--- config.mk ---
export PLATFORM = sky130hd
export DESIGN_NAME = bounded_deque_with_indexed_removal_unit
export DESIGN_NICKNAME = d
export VERILOG_FILES = /design/src/sv/bdq_pkg.sv /design/src/sv/bdq_ram.sv /design/src/sv/bounded_deque_with_indexed_removal_unit.sv
export SDC_FILE = /design/constraint.sdc
export NUM_CORES = 1
export LEC_CHECK = 0
export BUFFER_PORTS_ARGS = -buffer_cell sky130_fd_sc_hd__buf_4
export CELL_PAD_IN_SITES_DETAIL_PLACEMENT = 1
export CELL_PAD_IN_SITES_GLOBAL_PLACEMENT = 1
export CORE_MARGIN = 8
export CORE_UTILIZATION = 54
export CTS_CLUSTER_SIZE = 30
export DETAILED_ROUTE_END_ITERATION = 16
export PLACE_DENSITY = 0.79
export SLEW_MARGIN = 25
export SYNTH_ARGS = -nofsm -noshare
export SYNTH_HDL_FRONTEND = slang
export SYNTH_HIERARCHICAL = 1
export SYNTH_SLANG_ARGS = --single-unit
--- constraint.sdc ---
create_clock -name clk -period 6.7 [get_ports clk]
set_clock_uncertainty 0.05 [all_clocks]
set_input_delay 0.335 -clock clk [delete_from_list [all_inputs] [get_ports clk]]
set_output_delay 0.335 -clock clk [all_outputs]
set_load 0.02 [all_outputs]
--- src/sv/bdq_pkg.sv ---
// Shared constants for the bounded deque: field widths, operation codes
// and status codes. No dependencies.
package bdq_pkg;

    // Field widths of the input and result beats
    localparam int MODE_W   = 3;
    localparam int VALUE_W  = 32;
    localparam int POS_W    = 4;
    localparam int STATUS_W = 2;
    localparam int OCC_W    = 5;

    localparam int DEFAULT_CAPACITY = 16;

    // Operation codes
    localparam logic [MODE_W-1:0] MODE_PUSH_FRONT = 3'd0;
    localparam logic [MODE_W-1:0] MODE_PUSH_BACK  = 3'd1;
    localparam logic [MODE_W-1:0] MODE_POP_FRONT  = 3'd2;
    localparam logic [MODE_W-1:0] MODE_POP_BACK   = 3'd3;
    localparam logic [MODE_W-1:0] MODE_REMOVE     = 3'd4;
    localparam logic [MODE_W-1:0] MODE_DUMP       = 3'd5;

    // Status codes
    localparam logic [STATUS_W-1:0] STATUS_OK    = 2'd0;
    localparam logic [STATUS_W-1:0] STATUS_EMPTY = 2'd1;
    localparam logic [STATUS_W-1:0] STATUS_FULL  = 2'd2;
    localparam logic [STATUS_W-1:0] STATUS_RANGE = 2'd3;

endpackage

--- src/sv/bdq_ram.sv ---
// Generic simple dual-port RAM: one write port, one read port with
// registered read data. No dependencies.
module bdq_ram #(
    parameter int WIDTH = 32,
    parameter int DEPTH = 16
) (
    input  logic                     clk,
    input  logic                     wr_en,
    input  logic [$clog2(DEPTH)-1:0] wr_addr,
    input  logic [WIDTH-1:0]         wr_data,
    input  logic                     rd_en,
    input  logic [$clog2(DEPTH)-1:0] rd_addr,
    output logic [WIDTH-1:0]         rd_data
);

    logic [WIDTH-1:0] mem [DEPTH];

    // Write port
    always_ff @(posedge clk)
    begin
        if (wr_en)
        begin
            mem[wr_addr] <= wr_data;
        end
    end

    // Registered read; data holds between reads
    always_ff @(posedge clk)
    begin
        if (rd_en)
        begin
            rd_data <= mem[rd_addr];
        end
    end

endmodule

--- src/sv/bounded_deque_with_indexed_removal_unit.sv ---
// Top level of the bounded deque with indexed removal.
// Depends on bdq_pkg and bdq_ram.
//
// Bounded double-ended queue of CAPACITY signed 32-bit entries held in a ring
// buffer RAM. Each input beat carries one operation (push front/back, pop
// front/back, remove at index, dump); each result beat carries a status, an
// entry, the occupancy after the operation and a last flag. The block takes
// one input beat at a time: in_stall is high from acceptance until the
// sequencer has handed its final result to the output register, which then
// holds it while the downstream side stalls. All slot addresses come from one
// shared ring-index adder, and all entry traffic goes through the single
// read and single write port of the RAM. A removal closes the gap by reading
// each later entry and writing it one slot nearer the front; a dump reads
// each entry in turn and hands it to the output register before reading the
// next.
// Occupancy is reported in 5 bits.
module bounded_deque_with_indexed_removal_unit
    import bdq_pkg::*;
#(
    parameter int CAPACITY = DEFAULT_CAPACITY
) (
    input  logic                       clk,
    input  logic                       rst_n,
    input  logic                       in_valid,
    output logic                       in_stall,
    input  logic [MODE_W-1:0]          mode,
    input  logic signed [VALUE_W-1:0]  value,
    input  logic [POS_W-1:0]           position,
    output logic                       out_valid,
    input  logic                       out_stall,
    output logic [STATUS_W-1:0]        status,
    output logic signed [VALUE_W-1:0]  entry,
    output logic [OCC_W-1:0]           occupancy,
    output logic                       last
);

    localparam int AW = $clog2(CAPACITY);
    localparam int CW = $clog2(CAPACITY + 1);

    typedef enum logic [3:0] {
        S_IDLE,
        S_DECODE,
        S_POP_DATA,
        S_RM_RD,
        S_RM_NEXT,
        S_RM_WR,
        S_DP_RD,
        S_DP_DATA,
        S_EMIT
    } state_t;

    state_t              state_reg, state_next;
    logic [MODE_W-1:0]   mode_reg, mode_next;
    logic [VALUE_W-1:0]  value_reg, value_next;
    logic [POS_W-1:0]    pos_reg, pos_next;
    logic [AW-1:0]       front_reg, front_next;
    logic [CW-1:0]       count_reg, count_next;
    logic [AW-1:0]       i_reg, i_next;
    logic                first_reg, first_next;
    logic                more_reg, more_next;
    logic [STATUS_W-1:0] res_status_reg, res_status_next;
    logic [VALUE_W-1:0]  res_entry_reg, res_entry_next;
    logic                res_last_reg, res_last_next;
    logic                out_valid_reg, out_valid_next;
    logic [STATUS_W-1:0] out_status_reg, out_status_next;
    logic [VALUE_W-1:0]  out_entry_reg, out_entry_next;
    logic [OCC_W-1:0]    out_occ_reg, out_occ_next;
    logic                out_last_reg, out_last_next;

    // RAM port signals
    logic               wr_en, rd_en;
    logic [AW-1:0]      wr_addr, rd_addr;
    logic [VALUE_W-1:0] wr_data, rd_data;

    // Shared ring-index unit: slot = (front + idx) mod CAPACITY
    logic [AW-1:0] idx;
    logic [AW:0]   slot_sum;
    logic [AW:0]   slot_wrap;
    logic [AW-1:0] slot;

    assign slot_sum  = {1'b0, front_reg} + {1'b0, idx};
    assign slot_wrap = (slot_sum >= (AW + 1)'(CAPACITY)) ? slot_sum - (AW + 1)'(CAPACITY)
                                                         : slot_sum;
    assign slot      = slot_wrap[AW-1:0];

    // Width helpers
    logic [CW+POS_W-1:0] pos_cmp, count_cmp;
    logic [AW+POS_W-1:0] pos_ext;
    logic [OCC_W+CW-1:0] occ_ext;
    logic [CW:0]         i_plus1;
    logic [CW-1:0]       count_m1;
    logic                is_empty, is_full, more_shift, dump_last;
    logic                out_free, accept;

    assign pos_cmp    = {{CW{1'b0}}, pos_reg};
    assign count_cmp  = {{POS_W{1'b0}}, count_reg};
    assign pos_ext    = {{AW{1'b0}}, pos_reg};
    assign occ_ext    = {{OCC_W{1'b0}}, count_reg};
    assign i_plus1    = {{(CW + 1 - AW){1'b0}}, i_reg} + (CW + 1)'(1);
    assign count_m1   = count_reg - CW'(1);
    assign is_empty   = (count_reg == '0);
    assign is_full    = (count_reg == CW'(CAPACITY));
    assign more_shift = (i_plus1 < {1'b0, count_reg});
    assign dump_last  = (i_plus1 == {1'b0, count_reg});

    assign in_stall = (state_reg != S_IDLE);
    assign accept   = in_valid && !in_stall;
    assign out_free = !out_valid_reg || !out_stall;

    // Ring index selection per step
    always_comb
    begin
        idx = '0;
        case (state_reg)
            S_DECODE:
            begin
                case (mode_reg)
                    MODE_PUSH_FRONT: idx = AW'(CAPACITY - 1);
                    MODE_PUSH_BACK:  idx = count_reg[AW-1:0];
                    MODE_POP_BACK:   idx = count_m1[AW-1:0];
                    default:         idx = '0;
                endcase
            end
            S_POP_DATA: idx = AW'(1);
            S_RM_RD:    idx = i_reg;
            S_RM_NEXT:  idx = i_plus1[AW-1:0];
            S_RM_WR:    idx = i_reg;
            S_DP_RD:    idx = i_reg;
            default:    idx = '0;
        endcase
    end

    // Sequencer next-state logic
    always_comb
    begin
        state_next      = state_reg;
        mode_next       = mode_reg;
        value_next      = value_reg;
        pos_next        = pos_reg;
        front_next      = front_reg;
        count_next      = count_reg;
        i_next          = i_reg;
        first_next      = first_reg;
        more_next       = more_reg;
        res_status_next = res_status_reg;
        res_entry_next  = res_entry_reg;
        res_last_next   = res_last_reg;
        out_status_next = out_status_reg;
        out_entry_next  = out_entry_reg;
        out_occ_next    = out_occ_reg;
        out_last_next   = out_last_reg;
        out_valid_next  = out_valid_reg && out_stall;
        wr_en           = 1'b0;
        wr_addr         = slot;
        wr_data         = value_reg;
        rd_en           = 1'b0;
        rd_addr         = slot;

        case (state_reg)
            S_IDLE:
            begin
                if (accept)
                begin
                    mode_next  = mode;
                    value_next = value;
                    pos_next   = position;
                    state_next = S_DECODE;
                end
            end

            S_DECODE:
            begin
                res_status_next = STATUS_OK;
                res_entry_next  = '0;
                res_last_next   = 1'b1;
                more_next       = 1'b0;
                state_next      = S_EMIT;
                case (mode_reg)
                    MODE_PUSH_FRONT, MODE_PUSH_BACK:
                    begin
                        if (is_full)
                        begin
                            res_status_next = STATUS_FULL;
                        end
                        else
                        begin
                            wr_en      = 1'b1;
                            count_next = count_reg + CW'(1);
                            if (mode_reg == MODE_PUSH_FRONT)
                            begin
                                front_next = slot;
                            end
                        end
                    end
                    MODE_POP_FRONT, MODE_POP_BACK:
                    begin
                        if (is_empty)
                        begin
                            res_status_next = STATUS_EMPTY;
                        end
                        else
                        begin
                            rd_en      = 1'b1;
                            state_next = S_POP_DATA;
                        end
                    end
                    MODE_REMOVE:
                    begin
                        if (is_empty)
                        begin
                            res_status_next = STATUS_EMPTY;
                        end
                        else if (pos_cmp >= count_cmp)
                        begin
                            res_status_next = STATUS_RANGE;
                        end
                        else
                        begin
                            i_next     = pos_ext[AW-1:0];
                            first_next = 1'b1;
                            state_next = S_RM_RD;
                        end
                    end
                    MODE_DUMP:
                    begin
                        if (is_empty)
                        begin
                            res_status_next = STATUS_EMPTY;
                        end
                        else
                        begin
                            i_next     = '0;
                            state_next = S_DP_RD;
                        end
                    end
                    default:
                    begin
                        res_status_next = STATUS_OK;
                    end
                endcase
            end

            // Popped value arrives; advance front for a front pop
            S_POP_DATA:
            begin
                res_entry_next = rd_data;
                count_next     = count_m1;
                if (mode_reg == MODE_POP_FRONT)
                begin
                    front_next = slot;
                end
                state_next = S_EMIT;
            end

            // Read the entry being removed
            S_RM_RD:
            begin
                rd_en      = 1'b1;
                state_next = S_RM_NEXT;
            end

            // Capture removed value once, then fetch the next entry to shift
            S_RM_NEXT:
            begin
                if (first_reg)
                begin
                    res_entry_next = rd_data;
                    first_next     = 1'b0;
                end
                if (more_shift)
                begin
                    rd_en      = 1'b1;
                    state_next = S_RM_WR;
                end
                else
                begin
                    count_next = count_m1;
                    state_next = S_EMIT;
                end
            end

            // Close the gap: entry i takes entry i+1
            S_RM_WR:
            begin
                wr_en      = 1'b1;
                wr_data    = rd_data;
                i_next     = i_plus1[AW-1:0];
                state_next = S_RM_NEXT;
            end

            S_DP_RD:
            begin
                rd_en      = 1'b1;
                state_next = S_DP_DATA;
            end

            S_DP_DATA:
            begin
                res_entry_next  = rd_data;
                res_status_next = STATUS_OK;
                res_last_next   = dump_last;
                more_next       = !dump_last;
                state_next      = S_EMIT;
            end

            // Hand the result to the output register
            S_EMIT:
            begin
                if (out_free)
                begin
                    out_valid_next  = 1'b1;
                    out_status_next = res_status_reg;
                    out_entry_next  = res_entry_reg;
                    out_occ_next    = occ_ext[OCC_W-1:0];
                    out_last_next   = res_last_reg;
                    if (more_reg)
                    begin
                        i_next     = i_plus1[AW-1:0];
                        state_next = S_DP_RD;
                    end
                    else
                    begin
                        state_next = S_IDLE;
                    end
                end
            end

            default:
            begin
                state_next = S_IDLE;
            end
        endcase
    end

    // State and registered outputs
    always_ff @(posedge clk or negedge rst_n)
    begin
        if (!rst_n)
        begin
            state_reg      <= S_IDLE;
            front_reg      <= '0;
            count_reg      <= '0;
            i_reg          <= '0;
            first_reg      <= 1'b0;
            more_reg       <= 1'b0;
            out_valid_reg  <= 1'b0;
            mode_reg       <= '0;
            value_reg      <= '0;
            pos_reg        <= '0;
            res_status_reg <= '0;
            res_entry_reg  <= '0;
            res_last_reg   <= 1'b0;
            out_status_reg <= '0;
            out_entry_reg  <= '0;
            out_occ_reg    <= '0;
            out_last_reg   <= 1'b0;
        end
        else
        begin
            state_reg      <= state_next;
            front_reg      <= front_next;
            count_reg      <= count_next;
            i_reg          <= i_next;
            first_reg      <= first_next;
            more_reg       <= more_next;
            out_valid_reg  <= out_valid_next;
            mode_reg       <= mode_next;
            value_reg      <= value_next;
            pos_reg        <= pos_next;
            res_status_reg <= res_status_next;
            res_entry_reg  <= res_entry_next;
            res_last_reg   <= res_last_next;
            out_status_reg <= out_status_next;
            out_entry_reg  <= out_entry_next;
            out_occ_reg    <= out_occ_next;
            out_last_reg   <= out_last_next;
        end
    end

    // Entry storage
    bdq_ram #(
        .WIDTH(VALUE_W),
        .DEPTH(CAPACITY)
    ) u_entries (
        .clk    (clk),
        .wr_en  (wr_en),
        .wr_addr(wr_addr),
        .wr_data(wr_data),
        .rd_en  (rd_en),
        .rd_addr(rd_addr),
        .rd_data(rd_data)
    );

    assign out_valid = out_valid_reg;
    assign status    = out_status_reg;
    assign entry     = out_entry_reg;
    assign occupancy = out_occ_reg;
    assign last      = out_last_reg;

endmodule
After elaboration in Yosys (flattened, before gate mapping)
Memories as Yosys holds them, arrays and structs flattened. A register that Yosys moved wholly into a read port is not among the register bits.
Index checks and enable logic that the tools add are counted.
- memories kept: 1
- memory bits (writable): 512
- ROM bits: 0
- latch bits: 0
- bits in registers: 134
- memory list (name ; depth ; bits a word ; rd ports ; clocked after memory_dff ; wr ports ; line ; source):
    u_entries.mem ; 16 ; 32 ; 1 ; 1 ; 1 ; bdq_ram.sv:16 ; logic [WIDTH-1:0] mem [DEPTH];
- reduce and logical (&&, ||, !) cells: 32
- magnitude comparators: 3
- shifts and indexed selects: 0
- $add $sub $neg: 5
- eq/ne operators: 31
- $mul: 0
- divide/modulo/power cells: 0
- bitwise gates (word level): 0
- mux-type cells: 55
- operators with widths (operator ; number):
    32-bit one-hot mux with 3 select lines ; 1
    4-bit two-way mux ; 17
    32-bit two-way mux ; 2
    4-bit one-hot mux with 3 select lines ; 3
    4-bit one-hot mux with 7 select lines ; 1
    2-bit != test (second input constant) ; 10
    4-bit by 3-bit == test with 1-bit output (second input constant) ; 4
    4-bit one-hot mux with 2 select lines ; 2
    4-bit one-hot mux with 4 select lines ; 1
    5-bit two-way mux ; 3
    5-bit one-hot mux with 3 select lines ; 1
    1-bit two-way mux ; 13
    2-bit OR reduction ; 5
    3-bit != test (second input constant) ; 3
    3-bit nonzero test ; 3
    4-bit by 2-bit == test with 1-bit output (second input constant) ; 2
    1-bit one-hot mux with 2 select lines ; 4
    2-bit AND reduction ; 4
    4-bit AND reduction ; 2
    7-bit AND reduction ; 1
    3-bit by 2-bit == test with 1-bit output (second input constant) ; 2
    3-bit == test (second input constant) ; 2
    2-bit two-way mux ; 3
    2-bit one-hot mux with 3 select lines ; 1
    28 further kinds ; 36

Longest topological paths before layout
- depth in word-level cells: 10
- gate-level depth with buffers: 18
- gate-level depth less buffers: 15

Modules after synthesis
Netlist, hierarchy kept.
- modules (own cells, without submodules) (module ; area each (um^2) ; sequential area each (um^2) ; instances ; cells an instance):
    bdq_ram ; 20155.6 ; 16335.7 ; 1 ; 838
    bounded_deque_with_indexed_removal_unit ; 6523.8 ; 3353.2 ; 1 ; 543

Worst setup path before layout
Ideal clock, no wire load.
- path kind: register to register
- from: register state_reg[3]
- to: memory u_entries.mem[0][0], enable pin
- library setup time: 0.461 ns
- data arrival time: 5.306 ns
- slack: 0.883 ns
- cell stages (with the launch flop): 15
- path through: dfrtp_1 > buf_6 > or4b_4 > nor2_1 > o311a_1 > a21oi_1 > a21boi_1 > inv_1 > ha_1 > a21o_1 > a21oi_1 > xor2_1 > xnor2_1 > or3b_2 > nor3_1
- cells in the longest elaborated chain, start to end: 6
- elaborated cells on any way between the ends: 15
- ends and longest elaborated chain (element ; line ; source):
    from (decl) ; bounded_deque_with_indexed_removal_unit.sv:52 ; state_t state_reg, state_next;
    from (signal assigned) ; bounded_deque_with_indexed_removal_unit.sv:360 ; state_reg <= state_next;
    4-bit by 3-bit == test with 1-bit output, or another cell as far along ; bounded_deque_with_indexed_removal_unit.sv:114 ; case (state_reg)
    3-bit OR reduction (no line) ; - ;
    4-bit one-hot mux with 4 select lines ; bounded_deque_with_indexed_removal_unit.sv:114 ;
    4-bit by 4-bit adder with 5-bit output ; bounded_deque_with_indexed_removal_unit.sv:81 ; assign slot_sum = {1'b0, front_reg} + {1'b0, idx};
    4-bit by 1-bit subtractor with 4-bit output / 5-bit >= comparator (equally long branches) ; bounded_deque_with_indexed_removal_unit.sv:82 ; assign slot_wrap = (slot_sum >= (AW + 1)'(CAPACITY)) ? slot_sum - (AW + 1)'(CAPACITY)
    4-bit two-way mux ; bounded_deque_with_indexed_removal_unit.sv:82 ;
    to (decl) ; bdq_ram.sv:16 ;
Parallel ways exist; a longest one is shown, timed or not.

Worst setup path after layout
- from: register state_reg[3]
- to: memory u_entries.mem[15][1], enable pin
The elaborated chain is that of the path after synthesis.

==> results.md <==
- Placer Congestion: 0.820
- Final instance area: 30900 um2
- Cells after synthesis: 1381
- Xor/xnor share of the synthesized area: 0.460%
- Synth cell count leaders: edfxtp_1 (544), dfrtp_1 (134), mux4_2 (128)
- Vias per cell: 6.29
- N_diodes: 0
- PD cells: 569 nW/um2
- Post-Synthesis Net Count: 1441
- Number of synthesized flops with an enable pin: 544
- Worst-Skew Late Latency: 0.61 ns
- Largest net degree at the start of global routing: 111
- Wire length per cell: 29.5 um
- Die Y-Extent: 238 um
- Sequential area share after synthesis: 73.8%
- Critical path arrival: 5.83 ns
- HPWL after DPL: 39300 um
- RSZ-0062 raised after global routing: false
- Core area: 48800 um2
- Post-Layout Cell Count: 2256
- Largest family of logic cells by synthesized area: multiplexers
- Grt total ovfl: 0
- CTS tree: done
- Compound-Gate Fraction of Synth Area: 4.96%
- Relative slew slack: 29.4%
- Worst slack at placement: 1.25 ns
- Synth area leaders: edfxtp_1 (61%), dfrtp_1 (13%), mux4_2 (11%)
- # setup viols final: 0
- Ys async rst share: 19.8%
- Max incr delay on CP: 0.73 ns
- Core Rows: 81
- Placed cells: 2087
- Setup TNS: 0 ns
- # IOs: 85
- Crit-path slowest cell: nor2_4
- Pre-antenna DRT Iters: 7
- Synthesis-to-layout area growth: 15.8%
- Kind of critical path: register to register
- Overall power: 17.6 mW
- Largest register by flop count: u_entries/mem
- Slew @ Worst Pin: 1.05 ns
- Area of the multi-input gates: 6750 um2
- Number of global-route vias before repair: 15.4k
- CP required: 6.93 ns
- Leakage: 10.7 nW
- Number of I/O port buffers: 84
- # fillers: 4148
- FF/Latch Area: 19700 um2
- ANT nets after route: 0
- Setup ws final: 1.11 ns
- Post-CTS resize count: 0
- Worst setup EP type: register
- Post-Synth Simple-Gate Area: 2.96%
- Most used cell, CP: a21oi_1
- Adder-cell share of the synthesized area: 0.825%
- CTS max path bufs: 3
- Cell Area, Placed: 28200 um2
- Mapped Area: 26700 um2
- Synth Area per Inst: 19.3 um2
- Root buffer cell: clkbuf_16
- Share of cells above drive strength 1: 29.6%
- CP Max Fanout: 18
- Initial antenna violation count: 0
- Post-synthesis mux area share: 15.5%
- Maximum vdd drop: 0.697 mV
- Hold Slack: 0.157 ns
- Max Cap Viol: 0
- DRC viols: 0
- Yosys warnings: 6
- Reg clk slew, reported paths: 0.06 ns
- Tightest Hold Check Type: input pin to register
- Critical-path cell list: or4b_4 -> nor2_1 -> o311a_1 -> a21oi_1 -> a21boi_1 -> inv_1 -> ha_1 -> a21o_1 -> a21oi_1 -> xor2_1 -> xnor2_1 -> nand3_1 -> nor2_4 -> buf_4
- Final #Nets: 1597
- Vias: 14.2k
- Startpoint class of the critical path: register
- #FFs+latches synth: 678
- Synth Flop Type: edfxtp_1
- Die area: 56800 um2
- First-pass GRT wire length: 100000 um
- Initial Util: 54.6%
- Clk sink count: 678
- Final min period: 5.59 ns
- Count of different cell masters after synthesis: 71
- Status: finished, final reports clean
- Share of the synthesized area in the top cell type: 61.2%
- Fmax achieved: 179 MHz
- Final period util: 83.5%
- Count leader, synth: edfxtp_1
- Overall routing resource usage: 23.7%
- Yosys top cell by area: edfxtp_1
- Die W: 238 um
- H-tree level count: 3
- Fin. Hold Viols: 0
- Cts bufs inserted: 69
- Top delay family on crit path: simple AND/OR/NAND/NOR gates
- Routed WL: 66600 um
- Core Util, Final: 63.2%
- Iter 0 DRT Violations: 1225
- Max reg flops: 512
- Final max-slew violation count: 0
- Worst path bufs/invs: 2
[routing by layer]
metal	routed length, um	track usage (%)	vias up
li1	-	-	5907
met1	26200	31.1	7553
met2	34100	40.5	607
met3	4670	4.07	113
met4	1650	7.57	0
met5	0	0	-
[worst min-delay path, stage by stage]
cell and delay (ns):
buf_4 0.10, nor4_1 0.05, o21a_1 0.19, nor2_1 0.10
[repair_timing]
| item | 4_1_cts | 5_1_grt |
|---|---|---|
| setup buffers | 0 | 0 |
| setup endpoints to repair | 0 | 0 |
| hold endpoints to repair | 108 | 0 |
| hold buffers | 41 | 0 |
[cell usage in the layout (no fill, tap or decap), types with 3 or more instances in the layout]
master         netlist  final
clkbuf_1            41     19
clkinv_2             0     11
a21oi_1             23     23
bufinv_16            0      5
mux2_1              17     17
dlygate4sd3_1        0     41
o21a_1               3      3
nand2b_1             9      9
o21ai_0             18     18
nor3_2               1      5
a31oi_1              5      5
dfrtp_1            134    134
nor2_1              40     25
clkinv_8             0      4
nand2_1             64     63
inv_1               17     16
nor2_4               0     14
xor2_1               3      3
clkbuf_16            0     69
buf_4                9    112
a22oi_1             64     64
and3_1               4      4
ha_1                16     15
xnor2_1             11     11
nand3b_1             3      3
clkbuf_8             0      3
nor2b_1              8      6
nor3_1              10      6
edfxtp_1           544    544
nand3_1              8      7
a22o_1              33     33
clkinv_1             0     11
mux2_2              92     92
mux4_2             128    128
[power by group]
group	total, mW	switching (mW)	leakage (nW)	internal, mW
clock	3.76	1.61	1.07	2.15
combinational	7.42	4.34	3.04	3.09
sequential	6.39	0.489	6.63	5.90
total	17.6	6.43	10.7	11.1
[final timing paths]
kind                            slack (ns)  cells past startpoint                              to                      from
min in group asynchronous             0.27                      2        occupancy[4]$_DFFE_PN0P_                     rst_n
worst max-delay path                  1.11                     14  u_entries/mem[15][1]$_DFFE_PP_  state_reg[3]$_DFFE_PN0P_
worst min-delay path                  0.16                      4        state_reg[1]$_DFFE_PN0P_                  in_valid
worst min register to register        0.44                      2        occupancy[4]$_DFFE_PN0P_  occupancy[4]$_DFFE_PN0P_
worst max register to register        1.11                     14  u_entries/mem[15][1]$_DFFE_PP_  state_reg[3]$_DFFE_PN0P_
max in group asynchronous             5.00                      3   res_entry_reg[14]$_DFFE_PN0P_                     rst_n
[logic make-up after synthesis]
group / count (synthesis)
AOI/OAI and AO/OA: 177
xor gates and xnor gates: 14
adders and majority gates: 17
buffers and inverters: 91
DFF: 678
muxes: 239
and+or+nand+nor: 165
[layout make-up]
cell class                 instances  share of cell area [%]
clock inverter                    35                    1.15
inverter                          18                   0.227
multi-input combinational        612                    21.9
tap                              664                    2.69
clock buffer                      91                    5.95
sequential                       678                    63.7
timing repair buffer             158                    4.39
Note: power is estimated with default switching activity, not from simulation.
